<file path="config.mk">
export PLATFORM = sky130hd
export DESIGN_NAME = slab_bitmap_slot_allocator
export DESIGN_NICKNAME = d
export VERILOG_FILES = /design/src/hdl/sbsa_pkg.sv /design/src/hdl/sbsa_bitmap_ram.sv /design/src/hdl/sbsa_ffz.sv /design/src/hdl/slab_bitmap_slot_allocator.sv
export SDC_FILE = /design/constraint.sdc
export NUM_CORES = 2
export LEC_CHECK = 0
export BUFFER_PORTS_ARGS = -buffer_cell sky130_fd_sc_hd__buf_2
export CAP_MARGIN = 20
export CORE_MARGIN = 3
export CORE_UTILIZATION = 35
export CTS_CLUSTER_SIZE = 8
export DETAILED_ROUTE_END_ITERATION = 7
export PLACE_DENSITY_LB_ADDON = 0.25
export SETUP_SLACK_MARGIN = 0.4
export SYNTH_ARGS = -nofsm -noshare
export SYNTH_HDL_FRONTEND = slang
export SYNTH_SLANG_ARGS = --single-unit
</file>
<file path="constraint.sdc">
create_clock -name clk -period 9.67 [get_ports clk]
set_input_delay 1.4505 -clock clk [delete_from_list [all_inputs] [get_ports clk]]
set_output_delay 1.4505 -clock clk [all_outputs]
set_load 0.05 [all_outputs]
</file>
<file path="src/hdl/sbsa_pkg.sv">
`timescale 1ns / 1ps
// Shared types and constants for the slab bitmap slot allocator.
// No dependencies; used by every module of the block.
package sbsa_pkg;

    localparam int SLOTS_PER_PAGE = 128;
    localparam int SLOT_W         = 7;
    localparam int PAGE_BYTES_LOG2 = 12;

    localparam logic [3:0] BLK_LOG2_MIN   = 4'd5;
    localparam logic [3:0] BLK_LOG2_MAX   = 4'd12;
    localparam logic [3:0] BLK_LOG2_RESET = 4'd5;

    localparam logic [1:0] OP_ALLOC  = 2'd0;
    localparam logic [1:0] OP_TOGGLE = 2'd1;
    localparam logic [1:0] OP_ADD    = 2'd2;
    localparam logic [1:0] OP_BAD    = 2'd3;

    localparam logic [1:0] ST_OK      = 2'd0;
    localparam logic [1:0] ST_NO_FREE = 2'd1;
    localparam logic [1:0] ST_FULL    = 2'd2;
    localparam logic [1:0] ST_BAD     = 2'd3;

    typedef logic [SLOTS_PER_PAGE-1:0] bitmap_t;

    typedef struct packed {
        logic [1:0]  opcode;
        logic [3:0]  page_index;
        logic [11:0] byte_offset;
    } req_item_t;

    typedef struct packed {
        logic [1:0] status;
        logic [3:0] result_page;
        logic [6:0] result_slot;
    } rsp_item_t;

endpackage

</file>
<file path="src/hdl/sbsa_bitmap_ram.sv">
`timescale 1ns / 1ps
// Page bitmap store: one write port, one read port, registered read data.
// Depends on sbsa_pkg for the bitmap type.
module sbsa_bitmap_ram #(
    parameter int DEPTH = 16,
    parameter int AW    = 4
) (
    input  logic              clk,
    input  logic              we,
    input  logic [AW-1:0]     waddr,
    input  sbsa_pkg::bitmap_t wdata,
    input  logic              re,
    input  logic [AW-1:0]     raddr,
    output sbsa_pkg::bitmap_t rdata
);

    sbsa_pkg::bitmap_t mem [DEPTH];

    always_ff @(posedge clk)
    begin
        if (we)
        begin
            mem[waddr] <= wdata;
        end
    end

    always_ff @(posedge clk)
    begin
        if (re)
        begin
            rdata <= mem[raddr];
        end
    end

endmodule

</file>
<file path="src/hdl/sbsa_ffz.sv">
`timescale 1ns / 1ps
// Find-first-zero over one page bitmap, limited to the active slot count.
// Depends on sbsa_pkg for the bitmap type and slot width.
module sbsa_ffz (
    input  sbsa_pkg::bitmap_t                 bitmap,
    input  logic [3:0]                        blk_log2,
    output logic                              found,
    output logic [sbsa_pkg::SLOT_W-1:0]       slot
);

    logic [7:0] limit;

    always_comb
    begin
        limit = 8'd1 << (4'd12 - blk_log2);
        found = 1'b0;
        slot  = '0;
        for (int i = sbsa_pkg::SLOTS_PER_PAGE - 1; i >= 0; i--)
        begin
            if (!bitmap[i] && (8'(i) < limit))
            begin
                found = 1'b1;
                slot  = sbsa_pkg::SLOT_W'(i);
            end
        end
    end

endmodule

</file>
<file path="src/hdl/slab_bitmap_slot_allocator.sv">
`timescale 1ns / 1ps
// Top level of the slab bitmap slot allocator: control sequencer and result register.
// Depends on sbsa_pkg, sbsa_bitmap_ram and sbsa_ffz.
//
// Usage:
//   Requests arrive on req_valid / req_stall / req_item; a transfer happens when
//   req_valid is high and req_stall is low. Each request gives exactly one response
//   on rsp_valid / rsp_stall / rsp_item, in request order.
//   cfg_we with cfg_wdata writes the block size (log2) register; write it only idle.
//   One request is in work at a time; the next is taken the cycle after the
//   previous response enters the output register. Toggle passes from transfer through
//   S_TOGGLE and S_PUSH to the output register; allocate scans pages in S_SCAN, since the
//   bitmap memory delivers one page per cycle through its single read port, up to
//   MAX_PAGES pages, then goes to S_PUSH. Add-page and rejected requests go straight to S_PUSH.
//   A response waits in the output register while rsp_stall is high; the next
//   request can be taken and worked on meanwhile, and its response waits in the
//   sequencer until the output register frees.
//   Reset empties the page list and sets the block size register to 5 (32 bytes);
//   bitmap memory contents are not cleared, as each page is written when added.
module slab_bitmap_slot_allocator #(
    parameter int MAX_PAGES = 16
) (
    input  logic                clk,
    input  logic                rst_n,
    input  logic                req_valid,
    output logic                req_stall,
    input  sbsa_pkg::req_item_t req_item,
    output logic                rsp_valid,
    input  logic                rsp_stall,
    output sbsa_pkg::rsp_item_t rsp_item,
    input  logic                cfg_we,
    input  logic [3:0]          cfg_wdata
);

    localparam int PAGE_W = (MAX_PAGES > 1) ? $clog2(MAX_PAGES) : 1;
    localparam int CNT_W  = $clog2(MAX_PAGES + 1);

    localparam logic [1:0] S_IDLE   = 2'd0;
    localparam logic [1:0] S_SCAN   = 2'd1;
    localparam logic [1:0] S_TOGGLE = 2'd2;
    localparam logic [1:0] S_PUSH   = 2'd3;

    logic [1:0]                  state_reg, state_next;
    logic [CNT_W-1:0]            pages_reg, pages_next;
    logic [3:0]                  blk_reg;
    logic [3:0]                  blk_eff;
    logic [PAGE_W-1:0]           page_reg, page_next;
    logic [sbsa_pkg::SLOT_W-1:0] slot_reg, slot_next;
    sbsa_pkg::rsp_item_t         res_reg, res_next;
    logic                        rsp_valid_reg, rsp_valid_next;
    sbsa_pkg::rsp_item_t         rsp_item_reg, rsp_item_next;

    logic                        mem_we;
    logic [PAGE_W-1:0]           mem_waddr;
    sbsa_pkg::bitmap_t           mem_wdata;
    logic                        mem_re;
    logic [PAGE_W-1:0]           mem_raddr;
    sbsa_pkg::bitmap_t           mem_rdata;

    logic                        ffz_found;
    logic [sbsa_pkg::SLOT_W-1:0] ffz_slot;
    logic                        req_xfer;
    logic                        out_free;

    sbsa_bitmap_ram #(
        .DEPTH (MAX_PAGES),
        .AW    (PAGE_W)
    ) u_ram (
        .clk   (clk),
        .we    (mem_we),
        .waddr (mem_waddr),
        .wdata (mem_wdata),
        .re    (mem_re),
        .raddr (mem_raddr),
        .rdata (mem_rdata)
    );

    sbsa_ffz u_ffz (
        .bitmap   (mem_rdata),
        .blk_log2 (blk_eff),
        .found    (ffz_found),
        .slot     (ffz_slot)
    );

    always_comb
    begin
        if (blk_reg < sbsa_pkg::BLK_LOG2_MIN)
        begin
            blk_eff = sbsa_pkg::BLK_LOG2_MIN;
        end
        else if (blk_reg > sbsa_pkg::BLK_LOG2_MAX)
        begin
            blk_eff = sbsa_pkg::BLK_LOG2_MAX;
        end
        else
        begin
            blk_eff = blk_reg;
        end
    end

    assign req_stall = (state_reg != S_IDLE);
    assign req_xfer  = req_valid && !req_stall;
    assign out_free  = !rsp_valid_reg || !rsp_stall;
    assign rsp_valid = rsp_valid_reg;
    assign rsp_item  = rsp_item_reg;

    always_comb
    begin
        state_next = state_reg;
        pages_next = pages_reg;
        page_next  = page_reg;
        slot_next  = slot_reg;
        res_next   = res_reg;
        mem_we     = 1'b0;
        mem_waddr  = page_reg;
        mem_wdata  = mem_rdata;
        mem_re     = 1'b0;
        mem_raddr  = page_reg;

        case (state_reg)
            S_IDLE:
            begin
                if (req_xfer)
                begin
                    res_next   = '0;
                    state_next = S_PUSH;
                    case (req_item.opcode)
                        sbsa_pkg::OP_ALLOC:
                        begin
                            if (pages_reg == '0)
                            begin
                                res_next.status = sbsa_pkg::ST_NO_FREE;
                            end
                            else
                            begin
                                page_next  = '0;
                                mem_re     = 1'b1;
                                mem_raddr  = '0;
                                state_next = S_SCAN;
                            end
                        end
                        sbsa_pkg::OP_TOGGLE:
                        begin
                            if (32'(req_item.page_index) >= 32'(pages_reg))
                            begin
                                res_next.status = sbsa_pkg::ST_BAD;
                            end
                            else
                            begin
                                page_next  = PAGE_W'(req_item.page_index);
                                slot_next  = sbsa_pkg::SLOT_W'(req_item.byte_offset >> blk_eff);
                                mem_re     = 1'b1;
                                mem_raddr  = PAGE_W'(req_item.page_index);
                                state_next = S_TOGGLE;
                            end
                        end
                        sbsa_pkg::OP_ADD:
                        begin
                            if (pages_reg == CNT_W'(MAX_PAGES))
                            begin
                                res_next.status = sbsa_pkg::ST_FULL;
                            end
                            else
                            begin
                                mem_we      = 1'b1;
                                mem_waddr   = PAGE_W'(pages_reg);
                                mem_wdata   = sbsa_pkg::bitmap_t'(1);
                                pages_next  = pages_reg + CNT_W'(1);
                                res_next.result_page = 4'(pages_reg);
                            end
                        end
                        default:
                        begin
                            res_next.status = sbsa_pkg::ST_BAD;
                        end
                    endcase
                end
            end
            S_SCAN:
            begin
                if (ffz_found)
                begin
                    mem_we    = 1'b1;
                    mem_waddr = page_reg;
                    mem_wdata = mem_rdata | (sbsa_pkg::bitmap_t'(1) << ffz_slot);
                    res_next.status      = sbsa_pkg::ST_OK;
                    res_next.result_page = 4'(page_reg);
                    res_next.result_slot = ffz_slot;
                    state_next = S_PUSH;
                end
                else if ((CNT_W'(page_reg) + CNT_W'(1)) < pages_reg)
                begin
                    page_next = page_reg + PAGE_W'(1);
                    mem_re    = 1'b1;
                    mem_raddr = page_reg + PAGE_W'(1);
                end
                else
                begin
                    res_next.status = sbsa_pkg::ST_NO_FREE;
                    state_next      = S_PUSH;
                end
            end
            S_TOGGLE:
            begin
                mem_we    = 1'b1;
                mem_waddr = page_reg;
                mem_wdata = mem_rdata ^ (sbsa_pkg::bitmap_t'(1) << slot_reg);
                res_next.status      = sbsa_pkg::ST_OK;
                res_next.result_page = 4'(page_reg);
                res_next.result_slot = slot_reg;
                state_next = S_PUSH;
            end
            S_PUSH:
            begin
                if (out_free)
                begin
                    state_next = S_IDLE;
                end
            end
            default:
            begin
                state_next = S_IDLE;
            end
        endcase
    end

    always_comb
    begin
        rsp_valid_next = rsp_valid_reg;
        rsp_item_next  = rsp_item_reg;
        if ((state_reg == S_PUSH) && out_free)
        begin
            rsp_valid_next = 1'b1;
            rsp_item_next  = res_reg;
        end
        else if (!rsp_stall)
        begin
            rsp_valid_next = 1'b0;
        end
    end

    always_ff @(posedge clk or negedge rst_n)
    begin
        if (!rst_n)
        begin
            state_reg     <= S_IDLE;
            pages_reg     <= '0;
            blk_reg       <= sbsa_pkg::BLK_LOG2_RESET;
            rsp_valid_reg <= 1'b0;
        end
        else
        begin
            state_reg     <= state_next;
            pages_reg     <= pages_next;
            rsp_valid_reg <= rsp_valid_next;
            if (cfg_we)
            begin
                blk_reg <= cfg_wdata;
            end
        end
    end

    always_ff @(posedge clk)
    begin
        page_reg     <= page_next;
        slot_reg     <= slot_next;
        res_reg      <= res_next;
        rsp_item_reg <= rsp_item_next;
    end

    a_pages_bound: assert property (@(posedge clk) disable iff (!rst_n)
        32'(pages_reg) <= MAX_PAGES)
        else $error("page count beyond MAX_PAGES");

    a_pages_step: assert property (@(posedge clk) disable iff (!rst_n)
        (pages_reg != $past(pages_reg)) |-> (pages_reg == $past(pages_reg) + CNT_W'(1)))
        else $error("page count moved by more than one");

    a_scan_in_range: assert property (@(posedge clk) disable iff (!rst_n)
        (state_reg == S_SCAN) |-> (CNT_W'(page_reg) < pages_reg))
        else $error("scan beyond appended pages");

    a_fail_zero: assert property (@(posedge clk) disable iff (!rst_n)
        (rsp_valid && (rsp_item.status != sbsa_pkg::ST_OK))
            |-> ((rsp_item.result_page == '0) && (rsp_item.result_slot == '0)))
        else $error("failed response carries page or slot");

    a_add_write: assert property (@(posedge clk) disable iff (!rst_n)
        (mem_we && (state_reg == S_IDLE)) |=> (pages_reg == $past(pages_reg) + CNT_W'(1)))
        else $error("page write without page count advance");

endmodule

</file>
==> out/metrics.cfg <==
[detailed_routing]
wl_per_cell_um = 31.5
drt_iter0_drc = 5628
drc_errors = 0
via_per_inst = 5.84
final_antenna_net_count = 0
drt-total-wl_mm = 270
vias = 49961
first_pass_iters = 6

[synthesis]
syn_avg_cell_area_um2 = 18.8
syn_inst = 4829
syn-cell-area_mm2 = 0.0910
ys_ff_latch = 2225
synth-seq-area-share = 0.733
yosys.cell_types.count = 94
synth_top_area_cell = edfxtp_1
synth.area.top_cells = edfxtp_1, mux4_2, a22oi_1, nand2_1, nor2_1
ys_warn_count = 0
ys.flop_type = edfxtp_1
syn_nets = 4872
async_flop_share = 0.00539
synth_edf_count = 2209
synth_most_common_cell = edfxtp_1
yosysTopAreaCellShare = 0.729
synth.top_cells.by_count = edfxtp_1, mux4_2, nand2_1, a22oi_1, nor2_1

[finish]
largest_register_ffs = 2048
regMostFlops = u_ram.mem
stdcell_area_mm2 = 0.104
top_regs = u_ram.mem x2048, u_ram.rdata x128
final_util = 0.405
finalNetCount = 5172
syn_to_final_growth_pct = 14.7
final_cells = 8559
drive_gt1_frac = 0.235

[placed_design]
detailed_place_hpwl_mm = 156
placed_area_mm2 = 0.0956
portBuffers = 37
globalplace.congestion = 0.962
dp.cells = 8157

[clock_tree]
ctsHoldBuffers = 0
ctsResizeCount = 0
root_buffer = clkbuf_16
cts_tree = built
cts_sinks = 2225
clkTransAtPathRegs_ns = 0.05
cts_htree_levels = 5
clk_latency_ns = 0.96
numCtsBuffers = 329
cts_setup_buffers = 0
clk_path_buf_depth = 4

[floorplan]
coreArea_mm2 = 0.258
dieArea_mm2 = 0.266
io_pins = 42
fp.dieW_um = 516
die_h_um = 516
initial_core_util = 0.353
num_rows = 186

[timing]
hold_viol_final = 0
tightest_slew_ns = 1.20
tns_ns = 0
rsz0062_at_grt = false
slew_violations = 0
finalSetupViolations = 0
fin_crit_sh = 0.666
clock_skew_ns = 0.0930
timing.fmax_mhz = 155
post-route-min-period_ns = 6.44
slew_headroom = 0.196

[global_routing]
track_usage = 0.201
antenna_found_initial = 4
grt_pass1_vias = 50159
grt_max_degree = 113
grt_pass1_wl_mm = 383
gr-total-overflow = 0

[pwr]
clkPwrFrac = 0.263
p_leak_uw = 0.0327
p_switching_uw = 12400
p_seq_frac = 0.372
power_density_mw_per_mm2 = 357
p_int_uw = 24900
netSwitchingFraction = 0.333
p_comb_frac = 0.366
peakVddDrop_v = 0.000446

[worst_setup_path]
worst-r2r-setup-slack_ns = 3.23
end_kind = register
crit_fanout = 39
crit_required_ns = 10.23
worstSetupPathType = reg -> reg
start_kind = register
worstPathArrival_ns = 6.99

[outcome]
status = completed

[worst_hold_path]
hp-class = reg -> reg

[flow_run]
max_cap_viol_count = 0

## worst max-delay path, stage by stage (launching register included)
cell,delay (ns)
dfstp_2,0.74
a21oi_1,0.25
a311oi_2,0.50
nand4_2,0.41
or2_4,0.41
nor2_4,0.21
mux2_1,0.17
and3_4,0.80
buf_4,0.71
buf_4,0.73
mux4_2,0.60
a22oi_1,0.20
nand2_1,0.23
## layer usage
| metal | share of wire | vias to the layer above | routed length, um | GRT usage |
|---|---|---|---|---|
| li1 | - | 20564 | - | - |
| met1 | 0.44 | 26844 | 118000 | 0.288 |
| met2 | 0.47 | 2054 | 126000 | 0.316 |
| met3 | 0.062 | 499 | 16600 | 0.0291 |
| met4 | 0.034 | 0 | 9080 | 0.0663 |
| met5 | 0 | - | 0 | 0 |
## worst paths after layout
kind,start,to,cells past startpoint
min in group asynchronous,rst_n,blk_reg[1],1
max reg2reg,blk_reg[2],u_ram.rdata[62],12
max,blk_reg[2],u_ram.rdata[62],12
min reg2reg,res_reg[2],rsp_item[2],0
min,res_reg[2],rsp_item[2],0
max in group asynchronous,rst_n,pages_reg[1],1
## power groups by stage
| stage | logic (uW) | registers [uW] | clock network [uW] |
|---|---|---|---|
| 2_1_floorplan | 9730 | 14000 | 0 |
| 3_3_place_gp | 13500 | 14000 | 0 |
| 3_5_place_dp | 13700 | 14000 | 0 |
| 4_1_cts | 13700 | 13900 | 10000 |
| 5_1_grt | 14700 | 13900 | 10400 |
| 6_report | 13600 | 13800 | 9790 |
## stage by stage
step / power [uW] / setup WS, ns / hold WS (ns)
after floorplan: 23800 / 0.594 / 0.400
after global placement: 27500 / 2.64 / 0.407
after detailed placement: 27700 / 2.69 / 0.407
after CTS: 37600 / 3.17 / 0.386
after global routing: 39000 / 2.74 / 0.417
final: 37300 / 3.23 / 0.417
## layout by cell type, fill, tap and decap left out, types with 13 or more instances in the layout
cell | Yosys | routed
a211oi_1 | 18 | 16
buf_4 | 0 | 189
nor2b_1 | 21 | 17
inv_1 | 48 | 48
a32oi_1 | 15 | 15
clkbuf_16 | 0 | 331
a31oi_1 | 32 | 32
clkbuf_1 | 137 | 26
a221oi_1 | 38 | 38
a21o_1 | 14 | 14
o21ai_0 | 119 | 109
o221ai_1 | 36 | 35
xor2_1 | 37 | 37
nand2b_1 | 17 | 17
buf_12 | 29 | 23
nand4_1 | 48 | 48
nand2_1 | 366 | 365
mux4_2 | 512 | 512
nor3_1 | 52 | 50
o21ai_1 | 4 | 13
ha_1 | 16 | 14
nor2_1 | 165 | 160
nand3_1 | 59 | 59
a22oi_1 | 310 | 310
xnor2_1 | 41 | 41
buf_6 | 18 | 15
buf_2 | 93 | 37
edfxtp_1 | 2209 | 2209
a21oi_1 | 112 | 111
## kinds of logic (layout without fill, tap and decap cells)
kind of cell	Yosys count	count (layout)	synth area share
other cells	0	7	0
simple gates	810	810	0.0407
compound gates	825	825	0.0646
flops	2225	2225	0.733
fa+ha+maj	16	16	0.00220
xor+xnor	78	78	0.00751
buf+inv	349	688	0.0233
mux	526	526	0.128
## layout make-up
| cell class | count | area (um^2) |
|---|---|---|
| Timing Repair Buffer | 268 | 2300 |
| Tap cell | 3384 | 4230 |
| Multi-Input combinational cell | 2255 | 22400 |
| Fill cell | 22801 | 153000 |
| Clock buffer | 357 | 8380 |
| Inverter | 50 | 188 |
| Sequential cell | 2225 | 66700 |
| Clock inverter | 13 | 156 |
| Antenna cell | 7 | 17.5 |
(Power assumes the default switching activity.)
